[config.mk]
export PLATFORM = sky130hd
export DESIGN_NAME = previous_smaller_stack_top_flat
export DESIGN_NICKNAME = d
export VERILOG_FILES = /design/src/pss_pkg.sv /design/src/pss_if.sv /design/src/pss_ram.sv /design/src/previous_smaller_stack_top.sv /design/src/flat_wrapper.sv
export SDC_FILE = /design/constraint.sdc
export NUM_CORES = 2
export LEC_CHECK = 0
export ABC_AREA = 1
export BUFFER_PORTS_ARGS = -buffer_cell sky130_fd_sc_hd__buf_2
export CAP_MARGIN = 20
export CELL_PAD_IN_SITES_DETAIL_PLACEMENT = 0
export CELL_PAD_IN_SITES_GLOBAL_PLACEMENT = 2
export CORE_MARGIN = 10
export CORE_UTILIZATION = 49
export DETAILED_ROUTE_END_ITERATION = 8
export PLACE_DENSITY_LB_ADDON = 0.12
export SLEW_MARGIN = 5
export SYNTH_ARGS = -nofsm -noshare
export SYNTH_HDL_FRONTEND = slang
export SYNTH_SLANG_ARGS = --single-unit
[constraint.sdc]
create_clock -name clk -period 10.7 [get_ports clk]
set_clock_uncertainty 0.05 [all_clocks]
set_input_delay 1.605 -clock clk [delete_from_list [all_inputs] [get_ports clk]]
set_output_delay 1.605 -clock clk [all_outputs]
set_load 0.02 [all_outputs]
[src/pss_pkg.sv]
// Shared defaults for the previous-smaller-value stack block.
package pss_pkg;

  localparam int unsigned DEF_STACK_DEPTH = 64;
  localparam int unsigned DEF_VALUE_WIDTH = 32;

endpackage

[src/pss_if.sv]
// Valid/ready item channels for the input samples and the results.
interface pss_in_if #(
  parameter int unsigned VALUE_WIDTH = pss_pkg::DEF_VALUE_WIDTH
);
  logic                          valid;
  logic                          ready;
  logic signed [VALUE_WIDTH-1:0] sample_value;
  logic                          end_of_sequence;

  modport source (output valid, output sample_value, output end_of_sequence, input ready);
  modport sink   (input valid, input sample_value, input end_of_sequence, output ready);
endinterface

interface pss_out_if #(
  parameter int unsigned VALUE_WIDTH = pss_pkg::DEF_VALUE_WIDTH
);
  logic                          valid;
  logic                          ready;
  logic signed [VALUE_WIDTH-1:0] smaller_value;
  logic                          found;
  logic                          overflowed;
  logic                          last_out;

  modport source (output valid, output smaller_value, output found, output overflowed,
                  output last_out, input ready);
  modport sink   (input valid, input smaller_value, input found, input overflowed,
                  input last_out, output ready);
endinterface

[src/pss_ram.sv]
// Generic single-write, single-read RAM with registered read data.
module pss_ram #(
  parameter int unsigned WIDTH = pss_pkg::DEF_VALUE_WIDTH,
  parameter int unsigned DEPTH = pss_pkg::DEF_STACK_DEPTH,
  localparam int unsigned AW   = (DEPTH > 1) ? $clog2(DEPTH) : 1
) (
  input  logic             clk,
  input  logic             wr_en,
  input  logic [AW-1:0]    wr_addr,
  input  logic [WIDTH-1:0] wr_data,
  input  logic             rd_en,
  input  logic [AW-1:0]    rd_addr,
  output logic [WIDTH-1:0] rd_data
);

  logic [WIDTH-1:0] mem [DEPTH];

  always_ff @(posedge clk) begin
    if (wr_en) begin
      mem[wr_addr] <= wr_data;
    end
    if (rd_en) begin
      rd_data <= mem[rd_addr];
    end
  end

endmodule

[src/previous_smaller_stack_top.sv]
// Top level of the previous-smaller-value monotonic stack.
//
// Each input item carries a signed sample; each result item gives the nearest
// earlier sample of the current sequence that is strictly smaller (found = 1),
// or all ones with found = 0 when there is none. Samples live in a circular
// buffer in RAM (STACK_DEPTH entries); the top entry is also held in a
// register, so a pop costs one RAM read and one compare. An item is accepted
// while the sequencer is idle; the shared compare unit then checks it once per
// popped entry, plus a final compare that pushes the sample and loads the
// output register. Over a long sequence each sample is popped at most once.
// in_item.ready is high only while the sequencer is idle; a finished result
// waits in the output register while the next item is taken, and the final
// compare step holds while that register is still occupied. A push onto a
// full stack advances the oldest-entry pointer instead of moving data, and
// flags overflowed. An item with end_of_sequence empties the stack after its
// result. No clearing pass follows reset: only entries below the count are
// ever read.
module previous_smaller_stack_top #(
  parameter int unsigned STACK_DEPTH = pss_pkg::DEF_STACK_DEPTH,
  parameter int unsigned VALUE_WIDTH = pss_pkg::DEF_VALUE_WIDTH
) (
  input  logic       clk,
  input  logic       rst_n,
  pss_in_if.sink     in_item,
  pss_out_if.source  out_item
);

  localparam int unsigned AW = $clog2(STACK_DEPTH);
  localparam int unsigned CW = $clog2(STACK_DEPTH + 1);
  localparam logic [AW-1:0] LAST_IDX = AW'(STACK_DEPTH - 1);
  localparam logic [CW-1:0] FULL_CNT = CW'(STACK_DEPTH);

  typedef enum logic [1:0] {
    S_IDLE = 2'b01,
    S_CMP  = 2'b10
  } state_t;

  state_t                        state_r, state_nxt;
  logic [CW-1:0]                 count_r, count_nxt;
  logic [AW-1:0]                 base_r, base_nxt;
  logic [AW-1:0]                 top_ptr_r, top_ptr_nxt;
  logic signed [VALUE_WIDTH-1:0] top_val_r, top_val_nxt;
  logic                          pend_r, pend_nxt;
  logic signed [VALUE_WIDTH-1:0] sample_r, sample_nxt;
  logic                          last_r, last_nxt;

  logic                          out_valid_r, out_valid_nxt;
  logic signed [VALUE_WIDTH-1:0] out_value_r, out_value_nxt;
  logic                          out_found_r, out_found_nxt;
  logic                          out_ovf_r, out_ovf_nxt;
  logic                          out_last_r, out_last_nxt;

  logic                          ram_wr_en, ram_rd_en;
  logic [AW-1:0]                 ram_wr_addr, ram_rd_addr;
  logic [VALUE_WIDTH-1:0]        ram_rd_data;

  logic signed [VALUE_WIDTH-1:0] cmp_val;
  logic                          stack_nonempty, stack_full, do_pop, out_free;
  logic [AW-1:0]                 top_dec, top_inc, base_inc, push_addr;
  logic [CW-1:0]                 count_dec;

  pss_ram #(
    .WIDTH (VALUE_WIDTH),
    .DEPTH (STACK_DEPTH)
  ) u_stack_ram (
    .clk     (clk),
    .wr_en   (ram_wr_en),
    .wr_addr (ram_wr_addr),
    .wr_data (sample_r),
    .rd_en   (ram_rd_en),
    .rd_addr (ram_rd_addr),
    .rd_data (ram_rd_data)
  );

  // Circular pointer steps with wrap at the buffer end.
  assign top_dec  = (top_ptr_r == '0) ? LAST_IDX : top_ptr_r - AW'(1);
  assign top_inc  = (top_ptr_r == LAST_IDX) ? '0 : top_ptr_r + AW'(1);
  assign base_inc = (base_r == LAST_IDX) ? '0 : base_r + AW'(1);

  // Take the top fresh from RAM right after a pop, else from its register.
  assign cmp_val        = pend_r ? $signed(ram_rd_data) : top_val_r;
  assign stack_nonempty = (count_r != '0);
  assign stack_full     = (count_r == FULL_CNT);
  assign do_pop         = stack_nonempty && (cmp_val >= sample_r);
  assign count_dec      = count_r - CW'(1);
  assign push_addr      = stack_nonempty ? top_inc : base_r;
  assign out_free       = !out_valid_r || out_item.ready;

  assign in_item.ready       = (state_r == S_IDLE);
  assign out_item.valid      = out_valid_r;
  assign out_item.smaller_value = out_value_r;
  assign out_item.found      = out_found_r;
  assign out_item.overflowed = out_ovf_r;
  assign out_item.last_out   = out_last_r;

  always_comb begin
    state_nxt     = state_r;
    count_nxt     = count_r;
    base_nxt      = base_r;
    top_ptr_nxt   = top_ptr_r;
    top_val_nxt   = top_val_r;
    pend_nxt      = pend_r;
    sample_nxt    = sample_r;
    last_nxt      = last_r;
    out_valid_nxt = out_valid_r && !out_item.ready;
    out_value_nxt = out_value_r;
    out_found_nxt = out_found_r;
    out_ovf_nxt   = out_ovf_r;
    out_last_nxt  = out_last_r;
    ram_wr_en     = 1'b0;
    ram_wr_addr   = push_addr;
    ram_rd_en     = 1'b0;
    ram_rd_addr   = top_dec;

    unique case (state_r)
      S_IDLE: begin
        if (in_item.valid) begin
          sample_nxt = in_item.sample_value;
          last_nxt   = in_item.end_of_sequence;
          state_nxt  = S_CMP;
        end
      end
      S_CMP: begin
        top_val_nxt = cmp_val;
        pend_nxt    = 1'b0;
        if (do_pop) begin
          // Drop the top; fetch the entry below it when one remains.
          count_nxt   = count_dec;
          top_ptr_nxt = top_dec;
          if (count_dec != '0) begin
            ram_rd_en = 1'b1;
            pend_nxt  = 1'b1;
          end
        end else if (out_free) begin
          // Report, push, and hand the result to the output register.
          out_valid_nxt = 1'b1;
          out_value_nxt = stack_nonempty ? cmp_val : '1;
          out_found_nxt = stack_nonempty;
          out_ovf_nxt   = stack_full;
          out_last_nxt  = last_r;
          ram_wr_en     = 1'b1;
          top_ptr_nxt   = push_addr;
          top_val_nxt   = sample_r;
          if (stack_full) begin
            base_nxt = base_inc;
          end
          if (last_r) begin
            count_nxt = '0;
          end else if (!stack_full) begin
            count_nxt = count_r + CW'(1);
          end
          state_nxt = S_IDLE;
        end
      end
      default: begin
        state_nxt = S_IDLE;
      end
    endcase
  end

  always_ff @(posedge clk) begin
    if (!rst_n) begin
      state_r     <= S_IDLE;
      count_r     <= '0;
      base_r      <= '0;
      top_ptr_r   <= '0;
      pend_r      <= 1'b0;
      out_valid_r <= 1'b0;
    end else begin
      state_r     <= state_nxt;
      count_r     <= count_nxt;
      base_r      <= base_nxt;
      top_ptr_r   <= top_ptr_nxt;
      pend_r      <= pend_nxt;
      out_valid_r <= out_valid_nxt;
    end
  end

  always_ff @(posedge clk) begin
    top_val_r   <= top_val_nxt;
    sample_r    <= sample_nxt;
    last_r      <= last_nxt;
    out_value_r <= out_value_nxt;
    out_found_r <= out_found_nxt;
    out_ovf_r   <= out_ovf_nxt;
    out_last_r  <= out_last_nxt;
  end

  // The fill count never passes the buffer depth.
  a_count_bound: assert property (@(posedge clk) disable iff (!rst_n)
    count_r <= FULL_CNT)
    else $error("stack count above depth");

  // A pending RAM read only exists while entries remain.
  a_pend_nonempty: assert property (@(posedge clk) disable iff (!rst_n)
    pend_r |-> stack_nonempty)
    else $error("top fetch pending on empty stack");

  // An accepted item always moves to the compare step.
  a_accept_cmp: assert property (@(posedge clk) disable iff (!rst_n)
    (in_item.valid && in_item.ready) |=> (state_r == S_CMP))
    else $error("accepted item did not reach compare");

  // Overflow only happens with a full stack, so a smaller value exists.
  a_ovf_found: assert property (@(posedge clk) disable iff (!rst_n)
    (out_valid_r && out_ovf_r) |-> out_found_r)
    else $error("overflow without found");

  // A result with end of sequence leaves the stack empty.
  a_last_clears: assert property (@(posedge clk) disable iff (!rst_n)
    ($rose(out_valid_r) && out_last_r) |-> (count_r == '0))
    else $error("stack not cleared after last item");

endmodule

[src/flat_wrapper.sv]
// flat-port wrapper written by rule: the top's interface ports become plain ports
module previous_smaller_stack_top_flat 
#(
  parameter int unsigned STACK_DEPTH = pss_pkg::DEF_STACK_DEPTH,
  parameter int unsigned VALUE_WIDTH = pss_pkg::DEF_VALUE_WIDTH
)
  (clk, rst_n, in_item_valid, in_item_sample_value, in_item_end_of_sequence, in_item_ready, out_item_valid, out_item_smaller_value, out_item_found, out_item_overflowed, out_item_last_out, out_item_ready);
  pss_in_if #(.VALUE_WIDTH(VALUE_WIDTH)) in_item_i ();
  pss_out_if #(.VALUE_WIDTH(VALUE_WIDTH)) out_item_i ();
  input  logic clk;
  input  logic rst_n;
  input wire logic [$bits(in_item_i.valid)-1:0] in_item_valid;
  input wire logic [$bits(in_item_i.sample_value)-1:0] in_item_sample_value;
  input wire logic [$bits(in_item_i.end_of_sequence)-1:0] in_item_end_of_sequence;
  output wire logic [$bits(in_item_i.ready)-1:0] in_item_ready;
  output wire logic [$bits(out_item_i.valid)-1:0] out_item_valid;
  output wire logic [$bits(out_item_i.smaller_value)-1:0] out_item_smaller_value;
  output wire logic [$bits(out_item_i.found)-1:0] out_item_found;
  output wire logic [$bits(out_item_i.overflowed)-1:0] out_item_overflowed;
  output wire logic [$bits(out_item_i.last_out)-1:0] out_item_last_out;
  input wire logic [$bits(out_item_i.ready)-1:0] out_item_ready;
  assign in_item_i.valid = in_item_valid;
  assign in_item_i.sample_value = in_item_sample_value;
  assign in_item_i.end_of_sequence = in_item_end_of_sequence;
  assign in_item_ready = in_item_i.ready;
  assign out_item_valid = out_item_i.valid;
  assign out_item_smaller_value = out_item_i.smaller_value;
  assign out_item_found = out_item_i.found;
  assign out_item_overflowed = out_item_i.overflowed;
  assign out_item_last_out = out_item_i.last_out;
  assign out_item_i.ready = out_item_ready;
  previous_smaller_stack_top #(.STACK_DEPTH(STACK_DEPTH), .VALUE_WIDTH(VALUE_WIDTH)) u_core (.clk(clk), .rst_n(rst_n), .in_item(in_item_i), .out_item(out_item_i));
endmodule
### Word-level counts from Yosys, hierarchy flattened

Memory sizes are Yosys's and may differ from the RTL's. A register that Yosys moved wholly into a read port is not among the register bits.
Index checks and enable logic that the tools add are counted.

* add/sub/neg operators: 5
* order comparisons: 1
* equal/unequal tests: 9
* muxes and demuxes: 28
* bitwise gates (word level): 1
* reductions and logical operators: 15

Operators with widths (count)
* 32-bit two-way mux: 3
* 6-bit two-way mux: 6
* 32-bit >= comparator: 1
* 7-bit two-way mux: 4
* 7-bit nonzero test: 2
* 6-bit by 1-bit adder with 6-bit output (second input constant): 2
* 6-bit == test (second input constant): 2
* 1-bit two-way mux: 11
* 3-bit AND reduction: 3
* 7-bit by 1-bit adder with 7-bit output (second input constant): 1
* 7-bit == test (second input constant): 1
* 7-bit by 1-bit subtractor with 7-bit output (second input constant): 1
* 6-bit logical NOT: 1
* 2-bit two-way mux: 3
* 6-bit by 1-bit subtractor with 6-bit output (second input constant): 1
* 2-bit inequality test (second input constant): 2
* 2-bit one-hot mux with 2 select lines: 1
* 2-bit AND reduction: 2
* 4-bit AND reduction: 1
* 3-bit by 2-bit inequality test with 1-bit output (second input constant): 1
* 2-bit by 1-bit == test with 1-bit output (second input constant): 1
* 2-bit == test (second input constant): 1
* 1-bit logical AND: 2
* 1-bit logical NOT: 2
* 4 further kinds: 4

* register bits after elaboration: 123
* bits in writable memories: 2048
* word-level logic and storage cells: 73
* memories: 1

Memory list
* u_core.u_stack_ram.mem: words 64, bits a word 32, rd ports 1, clocked after memory_dff 1, wr ports 1, RTL line pss_ram.sv:16 `logic [WIDTH-1:0] mem [DEPTH];`

### Logic depth before layout (Yosys ltp)

* word-level depth: 7
* gate-level depth with buffers: 26
* depth with buffers taken out: 23

### Cells and area by module

Synthesis repeated with hierarchy kept, for this count alone.

* cell total of the unflattened synthesis: 7531
* area total of the unflattened synthesis: 89662.2 um2

Modules (own cells, without submodules)
* pss_ram: times used 1, cells each 6769, area an instance 83058.4 um2, sequential area each 62459.9 um2
* previous_smaller_stack_top: times used 1, cells each 762, area an instance 6603.8 um2, sequential area each 3463.3 um2

### Worst setup path after synthesis

Ideal clock, no wire load.

* kind: reg2reg
* start point: register u_core.sample_r[31]
* end point: memory u_core.u_stack_ram.mem[40][0] (netlist bit), enable pin
* data arrival time: 4.716 ns
* setup slack: 5.513 ns
* cell stages (with the launch flop): 14
* buffers on the path: 0
* path through: edfxtp_1 > inv_1 > ha_1 > nand2_1 > nor3_1 > and3_1 > nand2_1 > nand3_1 > nand3_2 > nand2_2 > nand2_1 > inv_2 > nand3_1 > nor2_1

* word-level cells in the longest chain between the ends: 6

Ends and longest elaborated chain
* from (decl): RTL line previous_smaller_stack_top.sv:44 `logic signed [VALUE_WIDTH-1:0] sample_r, sample_nxt;`
* from (signal assigned): RTL line previous_smaller_stack_top.sv:181 `sample_r <= sample_nxt;`
* 32-bit >= comparator: RTL line previous_smaller_stack_top.sv:84 `assign do_pop = stack_nonempty && (cmp_val >= sample_r);`
* 1-bit logical AND: RTL line previous_smaller_stack_top.sv:84
* 1-bit two-way mux: RTL line previous_smaller_stack_top.sv:126 `if (do_pop) begin`
* 1-bit two-way mux: RTL line previous_smaller_stack_top.sv:115 `unique case (state_r)`
* 1-bit two-way mux: RTL line pss_ram.sv:19 `if (wr_en) begin`
* 1-bit two-way mux (not written as such): RTL line pss_ram.sv:20 `mem[wr_addr] <= wr_data;`
* to (decl): RTL line pss_ram.sv:16

No other way between the ends.

### Final worst setup path

* start point: register u_core.pend_r
* end point: memory u_core.u_stack_ram.mem[20][29] (netlist bit), enable pin

* word-level cells in the longest chain between the ends: 7

Ends and longest elaborated chain
* from (decl): RTL line previous_smaller_stack_top.sv:43 `logic pend_r, pend_nxt;`
* from (signal assigned): RTL line previous_smaller_stack_top.sv:174 `pend_r <= pend_nxt;`
* 32-bit two-way mux: RTL line previous_smaller_stack_top.sv:81 `assign cmp_val = pend_r ? $signed(ram_rd_data) : top_val_r;`
* net u_core.cmp_val[31]: RTL line previous_smaller_stack_top.sv:57 `logic signed [VALUE_WIDTH-1:0] cmp_val;`
* 32-bit >= comparator: RTL line previous_smaller_stack_top.sv:84
* 1-bit logical AND: RTL line previous_smaller_stack_top.sv:84
* 1-bit two-way mux: RTL line previous_smaller_stack_top.sv:126
* 1-bit two-way mux: RTL line previous_smaller_stack_top.sv:115
* 1-bit two-way mux: RTL line pss_ram.sv:19
* 1-bit two-way mux (not written as such): RTL line pss_ram.sv:20

The timed path passes the listed nets, and every way through them passes these cells.

==> reports/metrics.yaml <==
cts_hold_buf: 0
synth_top_area_share_pct: 74.9
synth_cells: 6485
synth_edf_count: 2180
post_cts_buffers: 0
max_slew.worst_pin.slew_ps: 1160
cts_max_level: 4
min_period_ps: 6010
worstSetupPathType: "reg2reg"
syn_nets: 6561
timing.rr.start: "u_core.pend_r$_SDFFE_PN0P_"
synth_top_area_cell: "edfxtp_1"
drive_gt1_share_pct: 9.52
status: "complete, no violations"
cts_inserted_buffers: 222
start_util_pct: 49.4
cts_sinks: 2203
dieArea_mm2: 0.196
route.detailed.drc: 0
cap_violations: 0
vias: 55600
gp_congestion: 0.892
critPathMostFrequentCell: "nand2_1"
path_delay_family: "simple AND/OR/NAND/NOR gates"
min_to: "u_core.base_r[4]$_SDFFE_PN0P_"
io_buffer_count: 73
io_pins: 74
ys_top_cells_by_area: "edfxtp_1 (75%), o21ai_0 (6.2%), nor2_1 (5.1%)"
critPathMaxFanout: 41
cts_buffer_depth: 3
wl_per_cell_um: 30.5
die_x_um: 442
drtPass1Iterations: 8
worst_setup_path_start_kind: "flop"
hold_depth: 2
setup_viol: 0
die_h_um: 442
synthToLayoutAreaGrowth_pct: 12.0
min_path_type: "reg2reg"
final_max_slew_viol_count: 0
cts-root-buf: "clkbuf_16"
grt_pass1_wl_um: 385000
postSynthAreaPerCell_um2: 13.5
r2r_end: "u_core.u_stack_ram.mem[20][29]$_DFFE_PP_"
num-fill-cells: 14400
slew_headroom_pct: 22.9
required_ps: 11110
synthArstFlopShare_pct: 0
place_ws_ps: 4620
slowest_stage: "nor2_4"
p_per_area_mw_per_mm2: 186
finalCritPeriodShare_pct: 56.2
synth_cell_types: 45
post_cts_resized: 0
synth-main-ff-cell: "edfxtp_1"
path_clk_slew_ps: 60
cts_tree: "yes"
cp.arrival_ps: 6420
ant_nets: 0
grt_usage_pct: 27.1
grt_overflow: 0
crit_path_end_kind: "flop"
drt_iter0_markers: 7584
core_mm2: 0.177
path_cells: "buf_4 -> nand2_1 -> o21ai_0 -> inv_1 -> ha_1 -> nand2_1 -> nor3_1 -> and3_1 -> nand2_1 -> nand3_1 -> nand3_2 -> nand2_2 -> nand2_1 -> inv_2 -> nand4_2 -> nor2_4"
drt_wl_total_um: 274000
nNetsFinal: 6540
fin_hold_ws_ps: 445
fmax_mhz: 166
r2r_setup_slack_ps: 4690
leakagePower_nw: 31.1
p_total_w: 0.0182
first_global_vias: 51100
hpwl_um: 153000
setup_ws_ps: 4690
ys.warnings.count: 0
setup_tns_ps: 0
rsz0062_at_grt: "no"
max_stage_delay_ps: 1050
ir_drop_mv: 0.146
rows: 154
antenna_found_initial: 35
vias_per_cell: 6.18
synth_area_mm2: 0.0874
ys_ff_latch: 2203
critPathBufInv: 3
clkLatencyLatePin_ps: 870
hp-start: "u_core.base_r[4]$_SDFFE_PN0P_"
grt_start_max_net_pins: 174
reg2regPathDepth: 16
hold_violations: 0
ys_seq_area_share_pct: 75.5
stage by stage:
stage	util [%]	area, µm²	cells
floorplan	-	87400	6485
global placement	51.1	90400	8559
detailed placement	51.2	90500	8564
CTS	55.2	97500	8975
global route	55.4	97900	8992
finish	55.4	97900	8996
how the worst max path moves through the flow:
stage / startpoint / end / slack (ps) / cells past startpoint
4_1_cts: u_core.pend_r$_SDFFE_PN0P_ / u_core.u_stack_ram.mem[45][29]$_DFFE_PP_ / 4590 / 16
3_5_place_dp: u_core.pend_r$_SDFFE_PN0P_ / u_core.u_stack_ram.mem[45][29]$_DFFE_PP_ / 4620 / 16
5_1_grt: u_core.pend_r$_SDFFE_PN0P_ / u_core.u_stack_ram.mem[20][22]$_DFFE_PP_ / 4280 / 16
3_3_place_gp: u_core.pend_r$_SDFFE_PN0P_ / u_core.u_stack_ram.mem[47][29]$_DFFE_PP_ / 4700 / 16
6_report: u_core.pend_r$_SDFFE_PN0P_ / u_core.u_stack_ram.mem[20][29]$_DFFE_PP_ / 4690 / 16
2_1_floorplan: u_core.sample_r[31]$_DFFE_PP_ / u_core.u_stack_ram.mem[40][0]$_DFFE_PP_ / 5510 / 13
metal layers:
| metal | track usage, % | wire length, µm |
|---|---|---|
| met5 | 0 | 34 |
| met4 | 7.88 | 8320 |
| met3 | 6.11 | 26900 |
| met2 | 39.7 | 120000 |
| met1 | 40.4 | 119000 |
logic make-up after synthesis:
family                   synth area share (%)
adder cells (fa/ha/maj)                 0.559
XOR/XNOR                               0.0702
buffers and inverters                    3.03
AND/OR/NAND/NOR                          7.80
multiplexers                           0.0115
AO/OA/AOI/OAI                            13.1
flip-flops                               75.5
cell usage after synthesis, types with 2 or more instances:
master	instances
buf_2	146
edfxtp_1	2180
o211ai_1	275
nand2_1	257
o21ai_0	1085
nand2_2	2
inv_2	7
o21ai_2	4
nand3_1	218
xor2_1	6
nand4_2	4
dfxtp_1	23
o22ai_1	268
inv_1	150
buf_6	9
nor3_1	9
nand4_1	5
o21a_1	2
o221ai_1	215
buf_1	18
buf_4	9
o21ai_1	31
a21oi_1	26
ha_1	39
nor2_1	1184
nand3_2	6
or2_2	2
clkbuf_1	288
layout by cell type (no fill, tap or decap), types with 4 or more instances in the layout:
master	synthesis	routed
o221ai_1	215	215
clkinv_2	0	35
inv_6	0	6
nand4_2	4	4
nand3_1	218	214
o21ai_0	1085	1085
buf_16	0	10
nand2_2	2	5
clkinv_8	0	4
xor2_1	6	6
ha_1	39	38
clkinv_1	0	70
o22ai_1	268	268
edfxtp_1	2180	2180
buf_12	0	25
nand2_1	257	254
inv_1	150	147
inv_2	7	5
buf_2	146	73
nor3_1	9	7
o21ai_1	31	31
dfxtp_1	23	22
o21ai_2	4	4
clkbuf_16	0	226
diode_2	0	5
clkinvlp_4	0	6
nor2_1	1184	1121
nand3_2	6	10
nor2_4	1	64
nand4_1	5	5
a21oi_1	26	26
buf_4	9	117
o211ai_1	275	275
bufinv_16	0	18
clkbuf_1	288	46
power by group:
group	total (W)	leakage (nW)	internal [W]	switching, W
Sequential	0.00956	19.8	0.00955	0.0000145
Combinational	0.00107	7.93	0.000208	0.000867
Clock	0.00755	3.41	0.00428	0.00327
Total	0.0182	31.1	0.0140	0.00415
worst min-delay path, cell delays in order (launching register included):
cell	delay (ps)
dfxtp_1	330
nand2_1	70
a21oi_1	50
sequential cells by signal, summed over array words and instances (netlist names), 2 cells and up:
| register | flops |
|---|---|
| u_core.u_stack_ram.mem | 2048 |
| u_core.top_val_r | 32 |
| u_core.top_ptr_r | 6 |
| u_core.state_r | 2 |
| u_core.out_item.smaller_value | 32 |
| u_core.base_r | 6 |
| u_core.sample_r | 32 |
| u_core.u_stack_ram.rd_data | 32 |
| u_core.count_r | 7 |
cell type report:
cell class              count  area (µm²)  share of cell area [%]
flip-flops and latches   2203       65900                    67.4
repair buffers            225        2020                    2.06
clock inverters           139        1180                    1.21
well taps                2340        2930                    2.99
multi-input cells        3654       19400                    19.8
diodes                      5        12.5                  0.0128
clock buffers             272        5830                    5.95
inverters                 158         631                   0.644
Note: power is estimated with default switching activity, not from simulation.
